==> config.mk <==
export PLATFORM = sky130hd
export DESIGN_NAME = tilt_angle_smoother_with_impact_flat
export DESIGN_NICKNAME = d
export VERILOG_FILES = /design/src/rtl/tas_pkg.sv /design/src/rtl/tas_if.sv /design/src/rtl/tas_regs.sv /design/src/rtl/tas_cordic.sv /design/src/rtl/tas_mac.sv /design/src/rtl/tilt_angle_smoother_with_impact.sv /design/src/flat_wrapper.sv
export SDC_FILE = /design/constraint.sdc
export NUM_CORES = 2
export LEC_CHECK = 0
export BUFFER_PORTS_ARGS = -buffer_cell sky130_fd_sc_hd__buf_2
export CAP_MARGIN = 0
export CORE_UTILIZATION = 56
export DETAILED_ROUTE_END_ITERATION = 12
export PLACE_DENSITY = 0.83
export SLEW_MARGIN = 30
export SYNTH_ARGS = -nofsm -noshare
export SYNTH_HDL_FRONTEND = slang
export SYNTH_HIERARCHICAL = 1
export SYNTH_SLANG_ARGS = --single-unit
==> constraint.sdc <==
create_clock -name clk -period 10.2 [get_ports clk]
set_input_delay 0.51 -clock clk [delete_from_list [all_inputs] [get_ports clk]]
set_output_delay 0.51 -clock clk [all_outputs]
set_load 0.1 [all_outputs]
==> src/rtl/tas_pkg.sv <==
// ----------------------------------------------------------------------------
// tas_pkg
// shared constants, types and the arctangent table of the tilt smoother
// ----------------------------------------------------------------------------
package tas_pkg;

    // cordic iterations and fraction bits of the fixed-point angle
    localparam int CORDIC_STEPS    = 16;
    localparam int ANGLE_FRAC_BITS = 8;

    localparam int STEP_W    = $clog2(CORDIC_STEPS);
    localparam int TAB_IDX_W = 5;
    localparam int TAB_FRAC  = 16;
    localparam int ATAN_W    = 23;

    // cordic vector and angle accumulator widths
    localparam int XY_W = 26;
    localparam int Z_W  = 24;

    // signed angle in degrees, magnitude up to 90
    localparam int A_W    = 8 + ANGLE_FRAC_BITS;
    localparam int AMAG_W = A_W - 1;
    localparam logic [AMAG_W-1:0] ANGLE_LIM = AMAG_W'(90 << ANGLE_FRAC_BITS);

    // multiply-accumulate operand and accumulator widths
    localparam int MA_W  = (A_W > 16) ? A_W : 16;
    localparam int MB_W  = 16;
    localparam int ACC_W = (MA_W + MB_W > 34) ? MA_W + MB_W : 34;

    // smoothing divides by 256 * 2^ANGLE_FRAC_BITS
    localparam int SMOOTH_SH = 8 + ANGLE_FRAC_BITS;

    // configuration port
    localparam int ADDR_W = 3;
    localparam int DATA_W = 32;
    localparam int W_W    = 9;
    localparam logic [W_W-1:0]    WEIGHT_ONE   = 9'd256;
    localparam logic [W_W-1:0]    WEIGHT_RESET = 9'd128;
    localparam logic [DATA_W-1:0] THRESH_RESET = 32'h9000_0000;

    typedef enum logic
    {
        REG_WEIGHT = 1'b0,
        REG_THRESH = 1'b1
    } reg_idx_t;

    typedef struct packed
    {
        logic [W_W-1:0]    weight;
        logic [DATA_W-1:0] threshold;
    } cfg_t;

    typedef struct packed
    {
        logic load;
        logic iterate;
    } cordic_ctrl_t;

    typedef struct packed
    {
        logic en;
        logic clr;
    } mac_ctrl_t;

    // atan(2^-i) in degrees, 16 fraction bits
    function automatic logic [ATAN_W-1:0] atan_q16(input logic [TAB_IDX_W-1:0] idx);
        logic [ATAN_W-1:0] v;
        unique case (idx)
            5'd0:    v = 23'd2949120;
            5'd1:    v = 23'd1740967;
            5'd2:    v = 23'd919880;
            5'd3:    v = 23'd466945;
            5'd4:    v = 23'd234379;
            5'd5:    v = 23'd117304;
            5'd6:    v = 23'd58666;
            5'd7:    v = 23'd29335;
            5'd8:    v = 23'd14668;
            5'd9:    v = 23'd7334;
            5'd10:   v = 23'd3667;
            5'd11:   v = 23'd1833;
            5'd12:   v = 23'd917;
            5'd13:   v = 23'd458;
            5'd14:   v = 23'd229;
            5'd15:   v = 23'd115;
            5'd16:   v = 23'd57;
            5'd17:   v = 23'd29;
            5'd18:   v = 23'd14;
            5'd19:   v = 23'd7;
            5'd20:   v = 23'd4;
            5'd21:   v = 23'd2;
            5'd22:   v = 23'd1;
            default: v = 23'd0;
        endcase
        return v;
    endfunction

endpackage

==> src/rtl/tas_if.sv <==
// ----------------------------------------------------------------------------
// tas_in_if / tas_out_if
// valid/ready channels carrying samples in and smoothed angles out
// ----------------------------------------------------------------------------
interface tas_in_if;
    logic               valid;
    logic               ready;
    logic               command;
    logic signed [15:0] accel_x;
    logic signed [15:0] accel_y;
    logic signed [15:0] accel_z;

    modport source (output valid, command, accel_x, accel_y, accel_z, input ready);
    modport sink   (input valid, command, accel_x, accel_y, accel_z, output ready);
endinterface

interface tas_out_if;
    logic              valid;
    logic              ready;
    logic signed [7:0] smoothed_angle;
    logic signed [7:0] tilt_angle;
    logic              impact;

    modport source (output valid, smoothed_angle, tilt_angle, impact, input ready);
    modport sink   (input valid, smoothed_angle, tilt_angle, impact, output ready);
endinterface

==> src/rtl/tas_regs.sv <==
// ----------------------------------------------------------------------------
// tas_regs
// apb-style register file: smoothing weight and impact threshold
// ----------------------------------------------------------------------------
module tas_regs import tas_pkg::*;
(
    input  logic              clk,
    input  logic              rst_n,
    input  logic              psel,
    input  logic              penable,
    input  logic              pwrite,
    input  logic [ADDR_W-1:0] paddr,
    input  logic [DATA_W-1:0] pwdata,
    output logic [DATA_W-1:0] prdata,
    output logic              pready,
    output cfg_t              cfg
);

    logic [W_W-1:0]    weight_reg;
    logic [DATA_W-1:0] thresh_reg;
    reg_idx_t          idx;
    logic              wr_en;

    assign idx    = reg_idx_t'(paddr[2]);
    assign wr_en  = psel && penable && pwrite;
    assign pready = 1'b1;

    always_ff @(posedge clk or negedge rst_n)
    begin
        if (!rst_n)
        begin
            weight_reg <= WEIGHT_RESET;
            thresh_reg <= THRESH_RESET;
        end
        else if (wr_en)
        begin
            unique case (idx)
                REG_WEIGHT: weight_reg <= pwdata[W_W-1:0];
                REG_THRESH: thresh_reg <= pwdata;
            endcase
        end
    end

    always_comb
    begin
        unique case (idx)
            REG_WEIGHT: prdata = DATA_W'(weight_reg);
            REG_THRESH: prdata = thresh_reg;
        endcase
    end

    assign cfg.weight    = weight_reg;
    assign cfg.threshold = thresh_reg;

endmodule

==> src/rtl/tas_cordic.sv <==
// ----------------------------------------------------------------------------
// tas_cordic
// vectoring cordic, one shift-add rotation per clock while iterate is set
// ----------------------------------------------------------------------------
module tas_cordic import tas_pkg::*;
(
    input  logic                   clk,
    input  cordic_ctrl_t           ctrl,
    input  logic signed [15:0]     x,
    input  logic signed [15:0]     y,
    input  logic [STEP_W-1:0]      step,
    output logic signed [Z_W-1:0]  z
);

    logic signed [XY_W-1:0] cx_reg, cx_next;
    logic signed [XY_W-1:0] cy_reg, cy_next;
    logic signed [Z_W-1:0]  z_reg, z_next;
    logic signed [XY_W-1:0] xe, ye, dx, dy;
    logic signed [Z_W-1:0]  at;

    assign xe = XY_W'(x);
    assign ye = XY_W'(y);
    assign dx = cy_reg >>> step;
    assign dy = cx_reg >>> step;
    assign at = $signed(Z_W'(atan_q16(TAB_IDX_W'(step))));

    always_comb
    begin
        cx_next = cx_reg;
        cy_next = cy_reg;
        z_next  = z_reg;
        if (ctrl.load)
        begin
            // left half-plane: mirror through the origin
            cx_next = (x < 0) ? (-xe) <<< 8 : xe <<< 8;
            cy_next = (x < 0) ? (-ye) <<< 8 : ye <<< 8;
            z_next  = '0;
        end
        else if (ctrl.iterate)
        begin
            if (cy_reg > 0)
            begin
                cx_next = cx_reg + dx;
                cy_next = cy_reg - dy;
                z_next  = z_reg + at;
            end
            else if (cy_reg < 0)
            begin
                cx_next = cx_reg - dx;
                cy_next = cy_reg + dy;
                z_next  = z_reg - at;
            end
        end
    end

    always_ff @(posedge clk)
    begin
        cx_reg <= cx_next;
        cy_reg <= cy_next;
        z_reg  <= z_next;
    end

    assign z = z_reg;

endmodule

==> src/rtl/tas_mac.sv <==
// ----------------------------------------------------------------------------
// tas_mac
// shared signed multiply-accumulate unit
// ----------------------------------------------------------------------------
module tas_mac import tas_pkg::*;
(
    input  logic                    clk,
    input  mac_ctrl_t               ctrl,
    input  logic signed [MA_W-1:0]  op_a,
    input  logic signed [MB_W-1:0]  op_b,
    output logic signed [ACC_W-1:0] acc
);

    logic signed [MA_W+MB_W-1:0] prod;
    logic signed [ACC_W-1:0]     acc_reg, acc_next;

    assign prod     = op_a * op_b;
    assign acc_next = (ctrl.clr ? '0 : acc_reg) + ACC_W'(prod);

    always_ff @(posedge clk)
    begin
        if (ctrl.en)
        begin
            acc_reg <= acc_next;
        end
    end

    assign acc = acc_reg;

endmodule

==> src/rtl/tilt_angle_smoother_with_impact.sv <==
// ----------------------------------------------------------------------------
// tilt_angle_smoother_with_impact
// accelerometer tilt angle with exponential smoothing and sticky impact flag
// ----------------------------------------------------------------------------
// Each sample transaction (command 0) carries a signed x, y, z reading. The
// block returns one result transaction per input: the tilt atan(y/x) in whole
// degrees truncated toward zero, the smoothed angle after the update, and the
// sticky impact flag, which is raised when x*x + y*y + z*z is strictly above
// impact_threshold. A clear transaction (command 1) drops the flag, leaves the
// smoothed angle alone and returns tilt 0. A sample passes through the
// single cordic shift-add stage, which does one rotation per cycle, and
// then through two passes of the shared multiplier for smoothing. A clear
// goes straight to the finish state. The input is not ready while a sample
// is in work. The result sits in an output register, so the next item may
// be accepted while a result still waits to be taken. smoothing_weight
// (byte address 0, saturated at 256) and impact_threshold (byte address 4)
// are written over the apb port; the user must write them only while the
// block is idle, which the block does not enforce; pready is always high.
// ----------------------------------------------------------------------------
module tilt_angle_smoother_with_impact import tas_pkg::*;
(
    input  logic              clk,
    input  logic              rst_n,
    tas_in_if.sink            in_ch,
    tas_out_if.source         out_ch,
    input  logic              psel,
    input  logic              penable,
    input  logic              pwrite,
    input  logic [ADDR_W-1:0] paddr,
    input  logic [DATA_W-1:0] pwdata,
    output logic [DATA_W-1:0] prdata,
    output logic              pready
);

    // sequencer states
    typedef enum logic [5:0]
    {
        S_IDLE       = 6'b000001,
        S_CORDIC     = 6'b000010,
        S_ANGLE      = 6'b000100,
        S_SMOOTH_NEW = 6'b001000,
        S_SMOOTH_OLD = 6'b010000,
        S_FINISH     = 6'b100000
    } state_t;

    // rounding offset so the arithmetic shift truncates toward zero
    localparam logic signed [ACC_W-1:0] RND = ACC_W'((1 << SMOOTH_SH) - 1);

    state_t state_reg, state_next;
    logic [STEP_W-1:0] step_reg, step_next;

    cfg_t         cfg;
    cordic_ctrl_t cordic_ctrl;
    mac_ctrl_t    mac_ctrl;

    logic accept;

    // captured sample
    logic               cmd_reg;
    logic signed [15:0] x_reg, y_reg, zc_reg;

    // angle results of the current sample
    logic signed [A_W-1:0] angle_reg;
    logic signed [7:0]     tilt_reg;
    logic signed [7:0]     old_reg;
    logic                  hit_reg;

    // architectural state
    logic signed [7:0] store_reg;
    logic              flag_reg;

    // output register
    logic              out_valid_reg;
    logic signed [7:0] out_smooth_reg, out_tilt_reg;
    logic              out_impact_reg;
    logic              out_load;

    // shared unit signals
    logic signed [Z_W-1:0]   cordic_z;
    logic signed [MA_W-1:0]  mac_a;
    logic signed [MB_W-1:0]  mac_b;
    logic signed [ACC_W-1:0] mac_acc;

    // angle post-processing
    logic                   z_neg;
    logic [Z_W-1:0]         z_abs, z_shr;
    logic [AMAG_W-1:0]      a_mag;
    logic                   a_neg;
    logic signed [A_W-1:0]  angle_val;
    logic [6:0]             whole_mag;
    logic signed [7:0]      tilt_val, old_val;
    logic signed [A_W-1:0]  old_scaled;

    // smoothing
    logic [W_W-1:0]          w_sat, w_rest;
    logic signed [ACC_W-1:0] num_adj;
    logic signed [7:0]       store_new;
    logic                    last_step;

    tas_regs u_regs
    (
        .clk     (clk),
        .rst_n   (rst_n),
        .psel    (psel),
        .penable (penable),
        .pwrite  (pwrite),
        .paddr   (paddr),
        .pwdata  (pwdata),
        .prdata  (prdata),
        .pready  (pready),
        .cfg     (cfg)
    );

    assign in_ch.ready = (state_reg == S_IDLE);
    assign accept      = in_ch.valid && in_ch.ready;
    assign last_step   = (step_reg == STEP_W'(CORDIC_STEPS - 1));

    // cordic starts straight from the channel on acceptance
    assign cordic_ctrl.load    = accept;
    assign cordic_ctrl.iterate = (state_reg == S_CORDIC);

    tas_cordic u_cordic
    (
        .clk  (clk),
        .ctrl (cordic_ctrl),
        .x    (in_ch.accel_x),
        .y    (in_ch.accel_y),
        .step (step_reg),
        .z    (cordic_z)
    );

    // weight saturates at 1.0
    assign w_sat  = (cfg.weight > WEIGHT_ONE) ? WEIGHT_ONE : cfg.weight;
    assign w_rest = WEIGHT_ONE - w_sat;

    assign old_scaled = {old_reg, {ANGLE_FRAC_BITS{1'b0}}};

    // multiplier schedule: squares during the first cordic cycles,
    // then new and old angle terms of the smoothing sum
    always_comb
    begin
        mac_ctrl = '0;
        mac_a    = '0;
        mac_b    = '0;
        unique case (state_reg)
            S_CORDIC:
            begin
                if (step_reg == STEP_W'(0))
                begin
                    mac_ctrl = '{en: 1'b1, clr: 1'b1};
                    mac_a    = MA_W'(x_reg);
                    mac_b    = MB_W'(x_reg);
                end
                else if (step_reg == STEP_W'(1))
                begin
                    mac_ctrl = '{en: 1'b1, clr: 1'b0};
                    mac_a    = MA_W'(y_reg);
                    mac_b    = MB_W'(y_reg);
                end
                else if (step_reg == STEP_W'(2))
                begin
                    mac_ctrl = '{en: 1'b1, clr: 1'b0};
                    mac_a    = MA_W'(zc_reg);
                    mac_b    = MB_W'(zc_reg);
                end
            end
            S_SMOOTH_NEW:
            begin
                mac_ctrl = '{en: 1'b1, clr: 1'b1};
                mac_a    = MA_W'(angle_reg);
                mac_b    = $signed(MB_W'(w_sat));
            end
            S_SMOOTH_OLD:
            begin
                mac_ctrl = '{en: 1'b1, clr: 1'b0};
                mac_a    = MA_W'(old_scaled);
                mac_b    = $signed(MB_W'(w_rest));
            end
            S_IDLE, S_ANGLE, S_FINISH:
            begin
                mac_ctrl = '0;
            end
            default:
            begin
                mac_ctrl = '0;
            end
        endcase
    end

    tas_mac u_mac
    (
        .clk  (clk),
        .ctrl (mac_ctrl),
        .op_a (mac_a),
        .op_b (mac_b),
        .acc  (mac_acc)
    );

    // cordic angle to fixed point: cut table fraction to ANGLE_FRAC_BITS, clamp to +-90,
    // and the vertical cases when x is zero
    always_comb
    begin
        z_neg = cordic_z[Z_W-1];
        z_abs = z_neg ? -cordic_z : cordic_z;
        z_shr = z_abs >> (TAB_FRAC - ANGLE_FRAC_BITS);
        if (x_reg == 16'sd0)
        begin
            a_mag = (y_reg != 16'sd0) ? ANGLE_LIM : '0;
            a_neg = (y_reg < 16'sd0);
        end
        else
        begin
            a_mag = (z_shr > Z_W'(ANGLE_LIM)) ? ANGLE_LIM : AMAG_W'(z_shr);
            a_neg = z_neg;
        end
        angle_val = a_neg ? -$signed({1'b0, a_mag}) : $signed({1'b0, a_mag});
        whole_mag = 7'(a_mag >> ANGLE_FRAC_BITS);
        tilt_val  = a_neg ? -$signed({1'b0, whole_mag}) : $signed({1'b0, whole_mag});
        // an empty store is seeded with this sample
        old_val   = (store_reg == 8'sd0) ? tilt_val : store_reg;
    end

    // divide by 2^SMOOTH_SH, truncating toward zero
    assign num_adj   = mac_acc + (mac_acc[ACC_W-1] ? RND : '0);
    assign store_new = 8'(num_adj >>> SMOOTH_SH);

    // sequencer
    always_comb
    begin
        state_next = state_reg;
        step_next  = step_reg;
        out_load   = 1'b0;
        unique case (state_reg)
            S_IDLE:
            begin
                if (accept)
                begin
                    step_next  = '0;
                    state_next = in_ch.command ? S_FINISH : S_CORDIC;
                end
            end
            S_CORDIC:
            begin
                step_next = step_reg + STEP_W'(1);
                if (last_step)
                begin
                    state_next = S_ANGLE;
                end
            end
            S_ANGLE:
            begin
                state_next = S_SMOOTH_NEW;
            end
            S_SMOOTH_NEW:
            begin
                state_next = S_SMOOTH_OLD;
            end
            S_SMOOTH_OLD:
            begin
                state_next = S_FINISH;
            end
            S_FINISH:
            begin
                // wait for the output register to be free
                if (!out_valid_reg || out_ch.ready)
                begin
                    out_load   = 1'b1;
                    state_next = S_IDLE;
                end
            end
            default:
            begin
                state_next = S_IDLE;
            end
        endcase
    end

    always_ff @(posedge clk or negedge rst_n)
    begin
        if (!rst_n)
        begin
            state_reg     <= S_IDLE;
            step_reg      <= '0;
            store_reg     <= '0;
            flag_reg      <= 1'b0;
            out_valid_reg <= 1'b0;
        end
        else
        begin
            state_reg <= state_next;
            step_reg  <= step_next;
            if (out_load)
            begin
                out_valid_reg <= 1'b1;
                if (cmd_reg)
                begin
                    flag_reg <= 1'b0;
                end
                else
                begin
                    store_reg <= store_new;
                    flag_reg  <= flag_reg | hit_reg;
                end
            end
            else if (out_ch.ready)
            begin
                out_valid_reg <= 1'b0;
            end
        end
    end

    // payload registers
    always_ff @(posedge clk)
    begin
        if (accept)
        begin
            cmd_reg <= in_ch.command;
            x_reg   <= in_ch.accel_x;
            y_reg   <= in_ch.accel_y;
            zc_reg  <= in_ch.accel_z;
        end
        // squares are complete once the third product is accumulated
        if (state_reg == S_CORDIC && step_reg == STEP_W'(3))
        begin
            hit_reg <= (mac_acc > $signed(ACC_W'(cfg.threshold)));
        end
        if (state_reg == S_ANGLE)
        begin
            angle_reg <= angle_val;
            tilt_reg  <= tilt_val;
            old_reg   <= old_val;
        end
        if (out_load)
        begin
            if (cmd_reg)
            begin
                out_smooth_reg <= store_reg;
                out_tilt_reg   <= 8'sd0;
                out_impact_reg <= 1'b0;
            end
            else
            begin
                out_smooth_reg <= store_new;
                out_tilt_reg   <= tilt_reg;
                out_impact_reg <= flag_reg | hit_reg;
            end
        end
    end

    assign out_ch.valid          = out_valid_reg;
    assign out_ch.smoothed_angle = out_smooth_reg;
    assign out_ch.tilt_angle     = out_tilt_reg;
    assign out_ch.impact         = out_impact_reg;

endmodule

==> src/flat_wrapper.sv <==
// flat-port wrapper written by rule: the top's interface ports become plain ports
module tilt_angle_smoother_with_impact_flat import tas_pkg::*;
  (clk, rst_n, psel, penable, pwrite, paddr, pwdata, prdata, pready, in_ch_valid, in_ch_command, in_ch_accel_x, in_ch_accel_y, in_ch_accel_z, in_ch_ready, out_ch_valid, out_ch_smoothed_angle, out_ch_tilt_angle, out_ch_impact, out_ch_ready);
  tas_in_if in_ch_i ();
  tas_out_if out_ch_i ();
  input  logic clk;
  input  logic rst_n;
  input  logic psel;
  input  logic penable;
  input  logic pwrite;
  input  logic [ADDR_W-1:0] paddr;
  input  logic [DATA_W-1:0] pwdata;
  output logic [DATA_W-1:0] prdata;
  output logic pready;
  input wire logic [$bits(in_ch_i.valid)-1:0] in_ch_valid;
  input wire logic [$bits(in_ch_i.command)-1:0] in_ch_command;
  input wire logic [$bits(in_ch_i.accel_x)-1:0] in_ch_accel_x;
  input wire logic [$bits(in_ch_i.accel_y)-1:0] in_ch_accel_y;
  input wire logic [$bits(in_ch_i.accel_z)-1:0] in_ch_accel_z;
  output wire logic [$bits(in_ch_i.ready)-1:0] in_ch_ready;
  output wire logic [$bits(out_ch_i.valid)-1:0] out_ch_valid;
  output wire logic [$bits(out_ch_i.smoothed_angle)-1:0] out_ch_smoothed_angle;
  output wire logic [$bits(out_ch_i.tilt_angle)-1:0] out_ch_tilt_angle;
  output wire logic [$bits(out_ch_i.impact)-1:0] out_ch_impact;
  input wire logic [$bits(out_ch_i.ready)-1:0] out_ch_ready;
  assign in_ch_i.valid = in_ch_valid;
  assign in_ch_i.command = in_ch_command;
  assign in_ch_i.accel_x = in_ch_accel_x;
  assign in_ch_i.accel_y = in_ch_accel_y;
  assign in_ch_i.accel_z = in_ch_accel_z;
  assign in_ch_ready = in_ch_i.ready;
  assign out_ch_valid = out_ch_i.valid;
  assign out_ch_smoothed_angle = out_ch_i.smoothed_angle;
  assign out_ch_tilt_angle = out_ch_i.tilt_angle;
  assign out_ch_impact = out_ch_i.impact;
  assign out_ch_i.ready = out_ch_ready;
  tilt_angle_smoother_with_impact u_core (.clk(clk), .rst_n(rst_n), .in_ch(in_ch_i), .out_ch(out_ch_i), .psel(psel), .penable(penable), .pwrite(pwrite), .paddr(paddr), .pwdata(pwdata), .prdata(prdata), .pready(pready));
endmodule
# Word level (Yosys, flattened, before mapping)
# Memories as Yosys holds them, arrays and structs flattened.
# Index checks and enable logic that the tools add are counted.
classes:
  mul: 1
  shift: 2
  div_mod_pow: 0
  add_sub_neg: 15
  magnitude_cmp: 7
  muxes: 46
  eq_ne: 13
  bitwise: 2
  reduce_logical: 21
ops:
  columns: ["cell", "count"]
  rows:
  - ["$mux W26", 10]
  - ["$pmux W16 S3", 2]
  - ["$mux W24", 3]
  - ["$mux W16", 4]
  - ["$pmux W32 S2", 1]
  - ["$mux W15", 4]
  - ["$add A26 B26 Y26", 2]
  - ["$sshr A26 B4 Y26", 2]
  - ["$sub A26 B26 Y26", 2]
  - ["$add A24 B24 Y24", 2]
  - ["$neg A16 Y18", 2]
  - ["$pmux W6 S6", 1]
  - ["$add A34 B34 Y34", 1]
  - ["$gt A34 B33 Y1", 1]
  - ["$mux W34", 1]
  - ["$lt A16 B1 Y1 const B", 2]
  - ["$mul A16 B16 Y32", 1]
  - ["$gt A26 B1 Y1 const B", 1]
  - ["$lt A26 B1 Y1 const B", 1]
  - ["$mux W6", 4]
  - ["$mux W8", 3]
  - ["$neg A24 Y24", 1]
  - ["$sub A24 B24 Y24", 1]
  - ["$gt A16 B15 Y1 const B", 1]
  - ["35 further kinds", 54]
word_totals:
  mem_bits_ro: 352
  in_bits: 91
  elab_cells: 131
  memories: 1
  ram_bits: 0
  register_bits: 270
  output_inout_bits: 52
  latch_bits: 0
mem_list:
  columns: ["memory", "depth", "width", "rd", "rd_ports_with_merged_regs", "write_ports", "line", "source"]
  rows:
  - ["(name not given)", 16, 22, 1, 0, 0, "tas_pkg.sv:68", "unique case (idx)"]

# Logic depth before layout (Yosys ltp)
depth:
  word_depth: 8
  ltp_mapped: 43
  mapped_depth_nobuf: 40

# Hierarchy
# The synthesis kept the hierarchy.
modules_own_cells:
  columns: ["module", "cells_each", "seq_area_each_um2", "n_inst", "area_each_um2"]
  rows:
  - ["tas_mac", 1415, 1021.0, 1, 12839.8]
  - ["tas_cordic", 1495, 2042.0, 1, 12110.4]
  - ["tilt_angle_smoother_with_impact", 746, 3474.6, 1, 7657.3]
  - ["tas_regs", 125, 1029.7, 1, 1956.9]

# Worst setup path before layout
# Ideal clock, no wire load.
synth_path:
  kind: "register -> register"
  start: "reg u_core.step_reg[0]"
  end: "reg u_core.u_mac.acc_reg[32] (netlist: u_core/u_mac/acc[32]), data pin"
  setup_slack_ns: 0.373
  t_required_ns: 9.942
  n_path_buf: 2
  stages_incl_launch_ff: 37
  arrival_time_ns: 9.569
  synth_period_minus_slack_ns: 9.827
  setup_ns: 0.258
  path_cell_list: "dfrtp_1 -> ha_1 -> nor4b_1 -> clkbuf_1 -> a222oi_1 -> nor3_1 -> a221o_1 -> clkbuf_1 -> nand2_1 -> fa_1 -> fa_1 -> fa_1 -> inv_1 -> fa_1 -> fa_1 -> inv_1 -> fa_1 -> inv_1 -> ha_1 -> a21o_1 -> and3_1 -> or3_1 -> a21oi_1 -> a21oi_1 -> a21o_1 -> a21oi_1 -> xnor2_1 -> ha_1 -> a21o_1 -> a21o_1 -> a211oi_1 -> nor2b_1 -> nor3b_1 -> nand2_1 -> o21ai_1 -> maj3_2 -> xor2_1"
synth_between:
  elab_chain_len: 7
  word_cells_on_any_way: 14
  cone_classes: "add/sub: 1; mul: 1; eq/ne: 2; mux: 9; reduce/logical: 1"
synth_rtl:
  columns: ["item", "line", "source"]
  rows:
  - ["from (decl)", "tilt_angle_smoother_with_impact.sv:50", "logic [STEP_W-1:0] step_reg, step_next;"]
  - ["from (signal assigned)", "tilt_angle_smoother_with_impact.sv:291", "step_reg <= step_next;"]
  - ["$eq A4 B2 Y1", "tilt_angle_smoother_with_impact.sv:160", "else if (step_reg == STEP_W'(2))"]
  - ["$mux W16", "tilt_angle_smoother_with_impact.sv:160", null]
  - ["$mux W16", "tilt_angle_smoother_with_impact.sv:154", "else if (step_reg == STEP_W'(1))"]
  - ["$mux W16 (*)", "tilt_angle_smoother_with_impact.sv:148", "if (step_reg == STEP_W'(0))"]
  - ["$pmux W16 S3 (*)", "tilt_angle_smoother_with_impact.sv:145", "unique case (state_reg)"]
  - ["named net u_core.mac_b[11]", "tilt_angle_smoother_with_impact.sv:81", "logic signed [MB_W-1:0] mac_b;"]
  - ["$mul A16 B16 Y32 (*)", "tas_mac.sv:17", "assign prod = op_a * op_b;"]
  - ["$add A34 B34 Y34 (*)", "tas_mac.sv:18", "assign acc_next = (ctrl.clr ? '0 : acc_reg) + ACC_W'(prod);"]
  - ["named net u_core.u_mac.acc_next[32]", "tas_mac.sv:15", "logic signed [ACC_W-1:0] acc_reg, acc_next;"]
  - ["to (signal assigned)", "tas_mac.sv:24", "acc_reg <= acc_next;"]
  - ["to (decl)", "tas_mac.sv:15", null]
# The timed path passes the listed nets; every way through them passes the cells marked *.
# A chain may end at the register's enable or synchronous reset.

# Worst setup path after layout
# Ends and elaborated chain as after synthesis.

==> run_results.csv <==
group,metric,value,unit
synthesis,ys_ff_latch,270,
synthesis,synthTopCellsByCount,"423 x inv_1, 367 x nand2_1, 266 x fa_1",
synthesis,async_flop_share,22.6,%
detailed_routing,wl_met2,45.3,mm
floorplan,die_w,250,microns
setup_path,cp.required,10550,ps
grt,grt-ovfl-total,0,
detailed_routing,ant_nets,0,
place,port-buffer-count,139,
clock_tree,clk_pin_slew,70,ps
cells_and_area,largest_reg_flops,34,
timing,drv_slew,0,
setup_path,end_kind,"flip-flop",
synthesis,avgSynthCellArea,9.14,sq um
synthesis,synth_top_family_by_area,"adder cells",
cells_and_area,area_growth,7.59,%
floorplan,core.rowCount,90,
synthesis,synth_most_common_cell,"inv_1",
clock_tree,clock_path_buffers,3,
grt,grt_pass1_wl,151,mm
synthesis,synth_xor_area_share,6.16,%
clock_tree,h-tree-depth,1,
floorplan,initial_utilization,56.9,%
synthesis,ys_seq_area_share,21.9,%
timing,tightest_slew,910,ps
synthesis,synth_top_cells_by_area,"edfxtp_1 16%, fa_1 15%, ha_1 9.1%",
detailed_routing,wl,95.2,mm
synthesis,synth-compound-area-share,14.9,%
setup_path,critPathMaxStageDelay,580,ps
setup_path,crit_fanout,16,
place,pre_cts_ws,221,ps
synthesis,syn-num-nets,4390,
timing,setup_viol,0,
floorplan,die_y,250,microns
setup_path,critical-path-top-delay-family,"adder cells",
place,gp_congestion,0.980,
timing,whs,70.0,ps
power_and_ir_drop,p_total,12.4,mW
place,postPlaceCellArea,0.0361,sq mm
power_and_ir_drop,peakVddDrop,0.358,mV
synthesis,synth_flop_cell,"edfxtp_1",
min_path,hold_class,"input port to asynchronous set/reset pin",
detailed_routing,drt_first_pass_iters,12,
detailed_routing,drc,0,
detailed_routing,wl_met3,7.82,mm
timing,fin_ws,401,ps
synthesis,postSynthCellCount,3781,
cells_and_area,postLayoutCoreUtil,61.3,%
timing,relSlewSlack,39.3,%
place,hpwlAfterDp,73.1,mm
setup_path,arrival,10140,ps
synthesis,syn_area,0.0346,sq mm
floorplan,dieArea,0.0627,sq mm
clock_tree,cts_root_buf,"clkbuf_16",
timing,finalClockSkew,31.9,ps
synthesis,synth-edff-count,185,
detailed_routing,viasPerCell,6.24,
detailed_routing,drt_iter0_drc,3357,
grt,antenna_found_initial,3,
place,dp_cells,4609,
cells_and_area,finalNonFillerCells,4670,
grt,first_global_vias,28600,
synthesis,ys_types,113,
cells_and_area,design_area,0.0372,sq mm
floorplan,boundaryPins,143,
setup_path,critPathKind,"flip-flop to flip-flop",
timing,clock.fmax,0.102,GHz
grt,grt_max_degree,89,
cells_and_area,drive_above_1_share,13.0,%
synthesis,synth_fa_ha_area_share,24.6,%
timing,hold_viol,0,
cells_and_area,nNetsFinal,4471,
synthesis,synthSimpleGateAreaFrac,17.2,%
clock_tree,cts_tree,"yes",
detailed_routing,top_layer,"met5",
setup_path,critPathBufInv,9,
power_and_ir_drop,power_density,335,mW/mm^2
synthesis,yosysTopAreaCell,"edfxtp_1",
detailed_routing,vias,29200,
synthesis,synthMuxAreaShare,8.47,%
run,maxCapViolations,0,
setup_path,path_common_cell,"fa_1",
clock_tree,clock_sinks,270,
timing,fin_crit,9800,ps
synthesis,yosys_warnings,6,
power_and_ir_drop,total_leakage_power,16.9,nW
clock_tree,holdBufCountCts,0,
setup_path,cp_slowest_cell,"fa_1",
outcome,outcome,"finished clean",
floorplan,core,0.0607,sq mm
timing,min_period_over_period,96.1,%
timing,setup_tns,0,ps
grt,track_usage,30.1,%
detailed_routing,wl_per_cell,20.4,microns
synthesis,yosys.area.top_type_share,16.1,%
detailed_routing,met1_length,38.1,mm
clock_tree,clkLatencyLatePin,610,ps
setup_path,critPathLaunchType,"flip-flop",
clock_tree,cts_buffers,31,
power by group:
group / switching (mW) / total (mW) / internal [mW]
Clock: 0.506 / 1.12 / 0.616
Combinational: 5.28 / 8.95 / 3.67
Sequential: 0.528 / 2.37 / 1.84
Total: 6.32 / 12.4 / 6.13
layer usage:
metal	vias up	global-route usage, %
li1	13300	-
met1	14300	39.1
met2	1273	50.1
met3	256	4.90
met4	2	12.0
met5	-	0
logic make-up after synthesis:
| family | Yosys count |
|---|---|
| and+or+nand+nor | 1185 |
| AOI/OAI and AO/OA | 770 |
| adders and majority gates | 519 |
| other | 1 |
| DFF | 270 |
| muxes | 203 |
| xor gates and xnor gates | 240 |
| buffers and inverters | 593 |
repair_timing:
action,CTS,global route
setup buffers,0,2
endpoints found under the setup margin,0,9
gates resized for setup,0,19
path summary, 6_finish.rpt:
check                                      from                           end  slack (ps)  cells past startpoint
hold reg to reg            u_core/u_cordic/z[2]          u_core/u_cordic/z[2]         500                      2
setup reg to reg             u_core/step_reg[0]          u_core/u_mac/acc[32]         400                     39
hold / removal                            rst_n  u_core/u_regs/thresh_reg[25]          70                      2
setup / recovery             u_core/step_reg[0]          u_core/u_mac/acc[32]         400                     39
max in group asynchronous                 rst_n            u_core/step_reg[2]        9500                      2
min in group clk               in_ch_accel_z[8]              u_core/zc_reg[8]          70                      1
layout make-up:
type	instances	area [sq um]
Antenna cell	1	2.50
Inverter	428	1610
Timing Repair Buffer	213	1250
Multi-Input combinational cell	2918	24800
Clock inverter	24	219
Clock buffer	34	787
Tap cell	782	978
Sequential cell	270	7580
Fill cell	4959	23500
cells in the final DEF, fill, tap and decap left out, types with 25 or more instances in the layout:
cell type / instances
a31oi_1: 27
a21o_1: 81
edfxtp_1: 185
o211ai_1: 27
mux2i_1: 55
nor2_1: 230
nand2_1: 367
inv_1: 420
xnor2_1: 144
o21a_1: 30
xor2_1: 94
nor2b_1: 64
ha_1: 251
and3_1: 25
buf_2: 139
buf_4: 73
mux2_2: 64
nand3_1: 47
clkbuf_16: 31
a21oi_1: 192
or3_1: 28
mux2_4: 30
nor4_1: 34
o21ai_0: 145
mux4_2: 52
nor3_1: 70
and2_1: 149
a211oi_1: 29
nand2b_1: 46
fa_1: 266
dfrtp_1: 53
Power figures use the tool's default switching activity.
